File: src/design/sscd_pkg.sv
// ----------------------------------------------------------------------------
// sscd_pkg
// shared constants, types and helpers of the speed command sentence decoder
// ----------------------------------------------------------------------------
package sscd_pkg;

  // character codes
  localparam logic [7:0] CH_START = 8'h24;  // '$'
  localparam logic [7:0] CH_COMMA = 8'h2C;  // ','
  localparam logic [7:0] CH_END   = 8'h2A;  // '*'
  localparam logic [7:0] CH_MINUS = 8'h2D;  // '-'
  localparam logic [7:0] CH_PLUS  = 8'h2B;  // '+'
  localparam logic [7:0] CH_ZERO  = 8'h30;  // '0'
  localparam logic [7:0] CH_NINE  = 8'h39;  // '9'

  // field limits
  localparam int TYPE_MAX_DEF    = 5;
  localparam int PAYLOAD_MAX_DEF = 4;
  localparam int MATCH_LEN       = 5;
  localparam int MATCH_IDX_W     = 3;

  localparam int BYTE_W   = 8;
  localparam int PERIOD_W = 15;
  localparam int LIMIT_W  = 14;
  localparam int MAG_W    = 14;
  localparam int SPEED_W  = 15;
  localparam int DUTY_W   = 16;
  localparam int PROD_W   = PERIOD_W + MAG_W;

  localparam logic [MAG_W-1:0]  MAG_CAP  = 14'd16383;
  localparam logic [DUTY_W-1:0] DUTY_CAP = 16'd65535;

  // floor(n / 500) as floor((n >> 2) / 125) by reciprocal, exact for n < 2^29
  localparam int QUOT_IN_W   = PROD_W - 2;
  localparam int RECIP_W     = 28;
  localparam int RECIP_SHIFT = 34;
  localparam logic [RECIP_W-1:0] RECIP = 28'd137438954;
  localparam int RECIP_PROD_W = QUOT_IN_W + RECIP_W;
  localparam int QUOT_W       = RECIP_PROD_W - RECIP_SHIFT;

  // configuration
  localparam int CFG_IDX_W  = 1;
  localparam int CFG_DATA_W = 15;
  localparam logic [CFG_IDX_W-1:0] CFG_PWM_PERIOD = 1'd0;
  localparam logic [CFG_IDX_W-1:0] CFG_RPM_LIMIT  = 1'd1;
  localparam logic [PERIOD_W-1:0] PWM_PERIOD_RST = 15'd1842;
  localparam logic [LIMIT_W-1:0]  RPM_LIMIT_RST  = 14'd1000;

  // completed sentence handed from the parser to the duty stage
  typedef struct packed {
    logic                      matched;
    logic                      accepted;
    logic signed [SPEED_W-1:0] speed;
    logic [PROD_W-1:0]         prod;
  } res_t;

  // expected type character at a given position of MCREF
  function automatic logic [BYTE_W-1:0] match_char(input logic [MATCH_IDX_W-1:0] idx);
    logic [BYTE_W-1:0] ch;
    case (idx)
      3'd0:    ch = 8'h4D;  // 'M'
      3'd1:    ch = 8'h43;  // 'C'
      3'd2:    ch = 8'h52;  // 'R'
      3'd3:    ch = 8'h45;  // 'E'
      3'd4:    ch = 8'h46;  // 'F'
      default: ch = 8'h00;
    endcase
    return ch;
  endfunction

endpackage

File: src/design/sscd_parser.sv
// ----------------------------------------------------------------------------
// sscd_parser
// input byte register, sentence parse state and completed sentence register
// ----------------------------------------------------------------------------
module sscd_parser #(
  parameter int TYPE_MAX    = sscd_pkg::TYPE_MAX_DEF,
  parameter int PAYLOAD_MAX = sscd_pkg::PAYLOAD_MAX_DEF
) (
  input  logic                           clk,
  input  logic                           rst,
  input  logic                           in_valid,
  output logic                           in_ready,
  input  logic [sscd_pkg::BYTE_W-1:0]    in_byte,
  input  logic [sscd_pkg::PERIOD_W-1:0]  pwm_period,
  input  logic [sscd_pkg::LIMIT_W-1:0]   rpm_limit,
  output logic                           res_valid,
  input  logic                           res_ready,
  output sscd_pkg::res_t                 res
);
  import sscd_pkg::*;

  localparam int TC_W = $clog2(TYPE_MAX + 1);
  localparam int PC_W = $clog2(PAYLOAD_MAX + 1);

  localparam logic [1:0] MODE_HUNT    = 2'd0;
  localparam logic [1:0] MODE_TYPE    = 2'd1;
  localparam logic [1:0] MODE_PAYLOAD = 2'd2;

  logic              byte_valid;
  logic [BYTE_W-1:0] byte_reg;

  logic [1:0]       mode, mode_next;
  logic [TC_W-1:0]  type_count, type_count_next;
  logic             type_match, type_match_next;
  logic [PC_W-1:0]  payload_count, payload_count_next;
  logic             value_negative, value_negative_next;
  logic [MAG_W-1:0] value_magnitude, value_magnitude_next;
  logic             value_closed, value_closed_next;

  logic             is_end;
  logic             res_free;
  logic             consume;
  logic             nonneg;
  logic [MAG_W+3:0] mag_step;
  res_t             res_next;

  assign is_end   = (mode == MODE_PAYLOAD) && (byte_reg == CH_END);
  assign res_free = !res_valid || res_ready;
  assign consume  = byte_valid && (!is_end || res_free);
  assign in_ready = !byte_valid || consume;

  // magnitude times ten plus the new digit
  assign mag_step = (MAG_W+4)'(value_magnitude) * (MAG_W+4)'(10)
                  + (MAG_W+4)'(byte_reg - CH_ZERO);

  assign nonneg = !value_negative || (value_magnitude == '0);

  always_comb begin
    res_next.matched  = type_match;
    res_next.accepted = type_match && nonneg && (value_magnitude <= rpm_limit);
    res_next.speed    = value_negative ? -$signed({1'b0, value_magnitude})
                                       : $signed({1'b0, value_magnitude});
    res_next.prod     = PROD_W'(pwm_period) * PROD_W'(value_magnitude);
  end

  always_comb begin
    mode_next            = mode;
    type_count_next      = type_count;
    type_match_next      = type_match;
    payload_count_next   = payload_count;
    value_negative_next  = value_negative;
    value_magnitude_next = value_magnitude;
    value_closed_next    = value_closed;
    unique case (mode)
      MODE_TYPE: begin
        if (byte_reg == CH_COMMA) begin
          type_match_next      = type_match && (type_count == TC_W'(MATCH_LEN));
          mode_next            = MODE_PAYLOAD;
          payload_count_next   = '0;
          value_negative_next  = 1'b0;
          value_magnitude_next = '0;
          value_closed_next    = 1'b0;
        end else if (type_count >= TC_W'(TYPE_MAX)) begin
          mode_next       = MODE_HUNT;
          type_count_next = '0;
        end else begin
          if (type_count >= TC_W'(MATCH_LEN) ||
              byte_reg != match_char(MATCH_IDX_W'(type_count)))
            type_match_next = 1'b0;
          type_count_next = type_count + 1'b1;
        end
      end
      MODE_PAYLOAD: begin
        if (byte_reg == CH_END) begin
          mode_next = MODE_HUNT;
        end else if (payload_count >= PC_W'(PAYLOAD_MAX)) begin
          mode_next          = MODE_HUNT;
          payload_count_next = '0;
        end else begin
          payload_count_next = payload_count + 1'b1;
          if (!value_closed) begin
            if (byte_reg == CH_COMMA) begin
              value_closed_next = 1'b1;
            end else if (payload_count == '0 &&
                         (byte_reg == CH_MINUS || byte_reg == CH_PLUS)) begin
              value_negative_next = (byte_reg == CH_MINUS);
            end else if (byte_reg >= CH_ZERO && byte_reg <= CH_NINE) begin
              value_magnitude_next = (mag_step > (MAG_W+4)'(MAG_CAP)) ? MAG_CAP
                                                                    : mag_step[MAG_W-1:0];
            end
          end
        end
      end
      default: begin
        // hunt, unused code too
        mode_next = MODE_HUNT;
        if (byte_reg == CH_START) begin
          mode_next       = MODE_TYPE;
          type_count_next = '0;
          type_match_next = 1'b1;
        end
      end
    endcase
  end

  always_ff @(posedge clk) begin
    if (rst) begin
      byte_valid <= 1'b0;
    end else if (in_ready) begin
      byte_valid <= in_valid;
    end
    if (in_ready && in_valid) begin
      byte_reg <= in_byte;
    end
  end

  always_ff @(posedge clk) begin
    if (rst) begin
      mode            <= MODE_HUNT;
      type_count      <= '0;
      type_match      <= 1'b1;
      payload_count   <= '0;
      value_negative  <= 1'b0;
      value_magnitude <= '0;
      value_closed    <= 1'b0;
    end else if (consume) begin
      mode            <= mode_next;
      type_count      <= type_count_next;
      type_match      <= type_match_next;
      payload_count   <= payload_count_next;
      value_negative  <= value_negative_next;
      value_magnitude <= value_magnitude_next;
      value_closed    <= value_closed_next;
    end
  end

  always_ff @(posedge clk) begin
    if (rst) begin
      res_valid <= 1'b0;
    end else if (res_free) begin
      res_valid <= consume && is_end;
    end
    if (res_free && consume && is_end) begin
      res <= res_next;
    end
  end

endmodule

File: src/design/sscd_duty.sv
// ----------------------------------------------------------------------------
// sscd_duty
// duty scaling by reciprocal, duty register and result output register
// ----------------------------------------------------------------------------
module sscd_duty (
  input  logic                               clk,
  input  logic                               rst,
  input  logic                               res_valid,
  output logic                               res_ready,
  input  sscd_pkg::res_t                     res,
  output logic                               out_valid,
  input  logic                               out_ready,
  output logic                               out_matched,
  output logic                               out_accepted,
  output logic signed [sscd_pkg::SPEED_W-1:0] out_speed,
  output logic [sscd_pkg::DUTY_W-1:0]        out_duty
);
  import sscd_pkg::*;

  logic                      q_valid;
  logic                      q_matched;
  logic                      q_accepted;
  logic signed [SPEED_W-1:0] q_speed;
  logic [QUOT_W-1:0]         q_quot;

  logic [RECIP_PROD_W-1:0] recip_prod;
  logic [DUTY_W-1:0]       duty_sat;
  logic [DUTY_W-1:0]       duty_register;
  logic                    out_free;

  assign out_free  = !out_valid || out_ready;
  assign res_ready = !q_valid || out_free;

  // floor(prod / 500): drop two bits, then divide by 125 with the reciprocal
  assign recip_prod = RECIP_PROD_W'(res.prod[PROD_W-1:2]) * RECIP_PROD_W'(RECIP);

  assign duty_sat = (q_quot > QUOT_W'(DUTY_CAP)) ? DUTY_CAP : q_quot[DUTY_W-1:0];

  always_ff @(posedge clk) begin
    if (rst) begin
      q_valid <= 1'b0;
    end else if (res_ready) begin
      q_valid <= res_valid;
    end
    if (res_ready && res_valid) begin
      q_matched  <= res.matched;
      q_accepted <= res.accepted;
      q_speed    <= res.speed;
      q_quot     <= recip_prod[RECIP_PROD_W-1:RECIP_SHIFT];
    end
  end

  always_ff @(posedge clk) begin
    if (rst) begin
      out_valid     <= 1'b0;
      duty_register <= '0;
    end else if (out_free) begin
      out_valid <= q_valid;
      if (q_valid && q_accepted) begin
        duty_register <= duty_sat;
      end
    end
    if (out_free && q_valid) begin
      out_matched  <= q_matched;
      out_accepted <= q_accepted;
      out_speed    <= q_speed;
    end
  end

  assign out_duty = duty_register;

endmodule

File: src/design/sentence_speed_command_decoder_core.sv
// ----------------------------------------------------------------------------
// sentence_speed_command_decoder_core
// parses $TYPE,PAYLOAD* speed command sentences and holds the pwm duty value
// ----------------------------------------------------------------------------
// usage
//   s_tvalid/s_tready/s_tdata carry one received character per word. a new word
//   may follow each cycle while no closing '*' waits for the result side.
//   a '*' that closes a sentence produces one word on m_tvalid/m_tready/
//   m_tdata; all other characters produce nothing.
//   from the closing '*' being accepted to its result word on m_tvalid, the
//   character lands in the input register, then moves through the parse and
//   product register and the reciprocal divide register into the output
//   register. the duty scaling multiply (period times value) and the
//   divide-by-500 reciprocal multiply sit in separate stages; the duty
//   register updates in the output stage.
//   when the receiver stalls, characters keep flowing through the parser;
//   only a closing '*' waits when all three result stages are full.
//   cfg_valid/cfg_index/cfg_data write pwm_period (index 0) and rpm_limit
//   (index 1); cfg_ready is always high. write only while no sentence result
//   is in flight.
//   synchronous reset restores pwm_period 1842, rpm_limit 1000, clears the
//   duty register, empties the pipeline and hunts for '$'.
// ----------------------------------------------------------------------------
module sentence_speed_command_decoder_core #(
  parameter int TYPE_MAX    = sscd_pkg::TYPE_MAX_DEF,
  parameter int PAYLOAD_MAX = sscd_pkg::PAYLOAD_MAX_DEF
) (
  input  logic                              clk,
  input  logic                              rst,
  // input stream
  input  logic                              s_tvalid,
  output logic                              s_tready,
  input  logic [7:0]                        s_tdata,   // [7:0] rx_byte
  // result stream
  output logic                              m_tvalid,
  input  logic                              m_tready,
  // [0] type_matched, [1] value_accepted, [16:2] speed_value,
  // [32:17] duty_value, [39:33] zero
  output logic [39:0]                       m_tdata,
  // configuration writes
  input  logic                              cfg_valid,
  output logic                              cfg_ready,
  input  logic [sscd_pkg::CFG_IDX_W-1:0]    cfg_index,
  input  logic [sscd_pkg::CFG_DATA_W-1:0]   cfg_data
);
  import sscd_pkg::*;

  logic [PERIOD_W-1:0] pwm_period;
  logic [LIMIT_W-1:0]  rpm_limit;

  logic res_valid;
  logic res_ready;
  res_t res;

  logic                      out_matched;
  logic                      out_accepted;
  logic signed [SPEED_W-1:0] out_speed;
  logic [DUTY_W-1:0]         out_duty;

  // configuration registers, always ready
  assign cfg_ready = 1'b1;

  always_ff @(posedge clk) begin
    if (rst) begin
      pwm_period <= PWM_PERIOD_RST;
      rpm_limit  <= RPM_LIMIT_RST;
    end else if (cfg_valid) begin
      unique case (cfg_index)
        CFG_PWM_PERIOD: pwm_period <= cfg_data[PERIOD_W-1:0];
        CFG_RPM_LIMIT:  rpm_limit  <= cfg_data[LIMIT_W-1:0];
        default: ;
      endcase
    end
  end

  // character parser and sentence completion
  sscd_parser #(
    .TYPE_MAX    (TYPE_MAX),
    .PAYLOAD_MAX (PAYLOAD_MAX)
  ) u_parser (
    .clk        (clk),
    .rst        (rst),
    .in_valid   (s_tvalid),
    .in_ready   (s_tready),
    .in_byte    (s_tdata),
    .pwm_period (pwm_period),
    .rpm_limit  (rpm_limit),
    .res_valid  (res_valid),
    .res_ready  (res_ready),
    .res        (res)
  );

  // duty scaling and result register
  sscd_duty u_duty (
    .clk          (clk),
    .rst          (rst),
    .res_valid    (res_valid),
    .res_ready    (res_ready),
    .res          (res),
    .out_valid    (m_tvalid),
    .out_ready    (m_tready),
    .out_matched  (out_matched),
    .out_accepted (out_accepted),
    .out_speed    (out_speed),
    .out_duty     (out_duty)
  );

  assign m_tdata = {7'd0, out_duty, out_speed, out_accepted, out_matched};

  // an accepted value always comes from a matched type
  a_accept_needs_match: assert property (@(posedge clk) disable iff (rst)
    m_tvalid |-> (!m_tdata[1] || m_tdata[0]))
    else $error("value accepted without type match");

  // an accepted speed is never negative
  a_accept_nonneg: assert property (@(posedge clk) disable iff (rst)
    (m_tvalid && m_tdata[1]) |-> !m_tdata[16])
    else $error("negative speed accepted");

  // input backpressure only arises from a stalled, full result side
  a_stall_source: assert property (@(posedge clk) disable iff (rst)
    !s_tready |-> (m_tvalid && !m_tready))
    else $error("input stalled while result side is free");

endmodule
File: config.mk
export PLATFORM = sky130hd
export DESIGN_NAME = sentence_speed_command_decoder_core
export DESIGN_NICKNAME = d
export VERILOG_FILES = /design/src/design/sscd_pkg.sv /design/src/design/sscd_parser.sv /design/src/design/sscd_duty.sv /design/src/design/sentence_speed_command_decoder_core.sv
export SDC_FILE = /design/constraint.sdc
export NUM_CORES = 2
export LEC_CHECK = 0
export BUFFER_PORTS_ARGS = -buffer_cell sky130_fd_sc_hd__buf_2
export CORE_MARGIN = 1
export CORE_UTILIZATION = 34
export DETAILED_ROUTE_END_ITERATION = 10
export SLEW_MARGIN = 25
export SYNTH_ARGS = -nofsm -noshare
export SYNTH_HDL_FRONTEND = slang
export SYNTH_SLANG_ARGS = --single-unit
File: constraint.sdc
create_clock -name clk -period 11.55 [get_ports clk]
set_input_delay 0.5775 -clock clk [delete_from_list [all_inputs] [get_ports clk]]
set_output_delay 0.5775 -clock clk [all_outputs]
set_load 0.01 [all_outputs]
==> results by group <==
Worst setup path
  • CP most frequent cell: fa_1
  • CP max FO: 8
  • Slowest CP cell: a31oi_1
  • CP max stage delay: 0.68 ns
  • Crit Path Class: flip-flop to flip-flop
  • WP buf/inv: 4
  • Critical path data required time: 11.75 ns
  • Worst Setup SP: u_parser.res[27]$_DFFE_PP_
  • Arrival time at the worst endpoint: around 7.4 ns
  • Crit end category: flip-flop
  • CP Launch Type: flip-flop
  • Top delay family on crit path: adder cells
  • RR Startpoint: u_parser.res[27]$_DFFE_PP_
  • Worst-path cell chain: inv_1, ha_1, fa_1, inv_1, ha_1, fa_1, fa_1, fa_1, inv_1, fa_1, inv_1, ha_1, nand2_1, nor4_1, o221ai_1, a31oi_1, nor2_1, o311ai_0, a21oi_1, xnor2_1

Floorplan
  • Die Height: 280 µm
  • I/O pin total: 72
  • Num rows: 101
  • Initial Util: approximately 35%
  • Die X: 280 µm
  • Placeable Area: 76300 µm²
  • Die ar.: 78700 µm²

Global route
  • Grt met1 use: 22.8%
  • Grt met2 use: 27.0%
  • Largest net degree at the start of global routing: 61
  • First-pass GRT wire length: around 100000 µm
  • Initial antenna violation count: 1
  • Grt ovf: 0
  • Gr usage total: 16.2%
  • Number of global-route vias before repair: 18554
  • M3 GR Usage: 1.62%
  • Busiest layer in global routing: met2

Timing
  • Slew headroom: roughly a third
  • Worst-margin pin slew: between 0.9 and 1 ns
  • Setup Skew: 0.0278 ns
  • TNS Setup: 0 ns
  • Fin crit period: 7.18 ns
  • RSZ-0062 raised after global routing: no
  • Final Hold Fails: 0
  • Achievable frequency: 139 MHz
  • Final Max Slew Viols: 0
  • Final setup vio count: 0
  • Period utilization: between 60% and 70%

Synthesis
  • Synth Area in Compound Gates: 8.34%
  • Ys Warns: 0
  • Xor-xnor portion of the synthesized cell area: under 10%
  • Seq/Total Area, Yosys: 17.8%
  • Mapped Area: 26400 µm²
  • Async SR Flop Fraction: 0%
  • Largest family of logic cells by synthesized area: adder cells
  • Mean post-synth cell area: 9.69 µm²
  • Adder-cell area share of the yosys netlist: 49.9%
  • Synth cell types: 74
  • Post-synthesis register bit count: around 180
  • Post-synthesis mux area share: less than 1%
  • Post-Synth Simple-Gate Area: 11.1%
  • Number of flops mapped to enable cells by yosys: 107
  • Synth Flop Type: edfxtp_1
  • Post-Syn Instances: ~2700

Clock tree
  • Clock transition at the registers of the reported paths: 0.08 ns
  • CTS Sinks: 181
  • Clk_lat worst skew: 0.46 ns
  • CTS max path bufs: 2
  • Hold bufs inserted after CTS: 0
  • Post-cts resize count: 0
  • Post-CTS Setup Inserts: 0
  • TritonCTS clock tree: done
  • CTS root buf: clkbuf_16
  • Total number of H-tree levels: 4
  • CTS Buf Count: 17

Routing
  • Vias per std cell: approximately 4.7
  • DRT Wirelength: slightly above 60000 µm
  • Via count: between 15000 and 20000
  • DR WL/cell: 16.2 µm
  • Antenna-violating nets left: 0
  • Drt first pass iters: 5
  • Initial DRC Count: slightly above 900
  • Post-route DRC: 0

Layout
  • Final net count: between 3000 and 4000
  • Synth-to-layout area growth: 8.14%
  • Leading cell types in the layout, fill and taps excluded: inv_1, ha_1, fa_1, nand2_1, a21oi_1
  • Max reg flops: 44
  • Largest reg by FF count: u_parser.res
  • Antenna cells: 0
  • Non-Filler Cell Area, Final: 28500 µm²
  • Layout cell share with drive strength beyond 1: 5.34%
  • Most common cell after layout, fill and taps aside: inv_1

Power
  • Logic pwr share: 4.4%
  • Max IR drop VDD: between 0.08 and 0.09 mV
  • PD cells: 48.8 nW/µm²
  • Leak: 14.1 nW
  • Clk network pwr share: 44.9%
  • Sw frac: 25.8%
  • Seq pwr share: around 51%
  • Sw power: around 360 µW
  • Power Internal: 1.03 mW

Placed design
  • DP HPWL: 51000 µm
  • I/O Buffers: 63
  • Placement Cell Area: around 28000 µm²
  • RePlAce Congestion: 0.943

Hold path
  • Hold WC Path Type: input port to flip-flop
  • Hold Path Origin: s_tdata[7]

Run
  • Max_cap viols: 0

Run status
  • Status: finished, final reports clean
==> through the flow <==
| stage | power, mW | std cells | worst slack [ns] | hold slack [ns] | util [%] |
|---|---|---|---|---|---|
| after floorplan | 0.756 | 2727 | 5.25 | 0.400 | - |
| after global placement | 0.781 | 3770 | 4.34 | 0.402 | 36.5 |
| after detailed placement | 0.781 | 3770 | 4.32 | 0.405 | 36.5 |
| after CTS | 1.41 | 3802 | 4.31 | 0.258 | 37.3 |
| after global routing | 1.44 | 3803 | 3.99 | 0.264 | 37.4 |
| final | 1.39 | 3803 | 4.37 | 0.289 | 37.4 |
==> per-layer routing <==
layer	up-vias	part of all wire (%)
met5	-	0
li1	8784	-
met1	8758	49
met3	38	3.1
met2	279	47
met4	0	1.5
==> cells in the mapped netlist, types with 24 or more instances <==
cell	n	area, µm²
xnor2_1	56	490
o21ai_0	72	360
ha_1	444	5560
nor3_1	37	185
xor2_1	24	210
fa_1	380	7610
clkbuf_1	55	206
dfxtp_1	74	1480
nor2_1	94	353
edfxtp_1	107	3210
and2_1	108	676
nand2_1	231	867
a21o_1	36	270
inv_1	616	2310
a21oi_1	112	561
==> cells by family (layout without fill, tap and decap cells) <==
group | Yosys count | in the layout
compound gates | 345 | 345
xor+xnor | 80 | 80
fa+ha+maj | 824 | 824
buf+inv | 689 | 735
flops | 181 | 181
mux | 4 | 4
other cells | 2 | 8
simple gates | 596 | 596
==> path summary, 6_finish.rpt <==
path / end / slack, ns / cells past startpoint
setup / recovery: u_duty.q_quot[11]$_DFFE_PP_ / 4.37 / 20
hold / removal: u_parser.byte_reg[7]$_DFFE_PP_ / 0.29 / 1
setup reg to reg: u_duty.q_quot[11]$_DFFE_PP_ / 4.37 / 20
hold reg to reg: u_duty.out_speed[4]$_DFFE_PP_ / 0.42 / 0
==> power by group through the flow <==
stage	combinational, mW	sequential (mW)	clock (mW)
final	0.0608	0.706	0.624
after detailed placement	0.0605	0.721	0
after global routing	0.0693	0.708	0.667
after CTS	0.0609	0.706	0.643
after global placement	0.0601	0.721	0
after floorplan	0.0518	0.705	0
==> cell type report <==
type,count,area (µm²)
Timing Repair Buffer,87,499
Sequential cell,181,4690
Tap cell,1030,1290
Fill cell,7742,47800
Clock buffer,18,439
Clock inverter,14,195
Inverter,616,2310
Multi-Input combinational cell,1857,19100
Note: power is estimated with default switching activity, not from simulation.
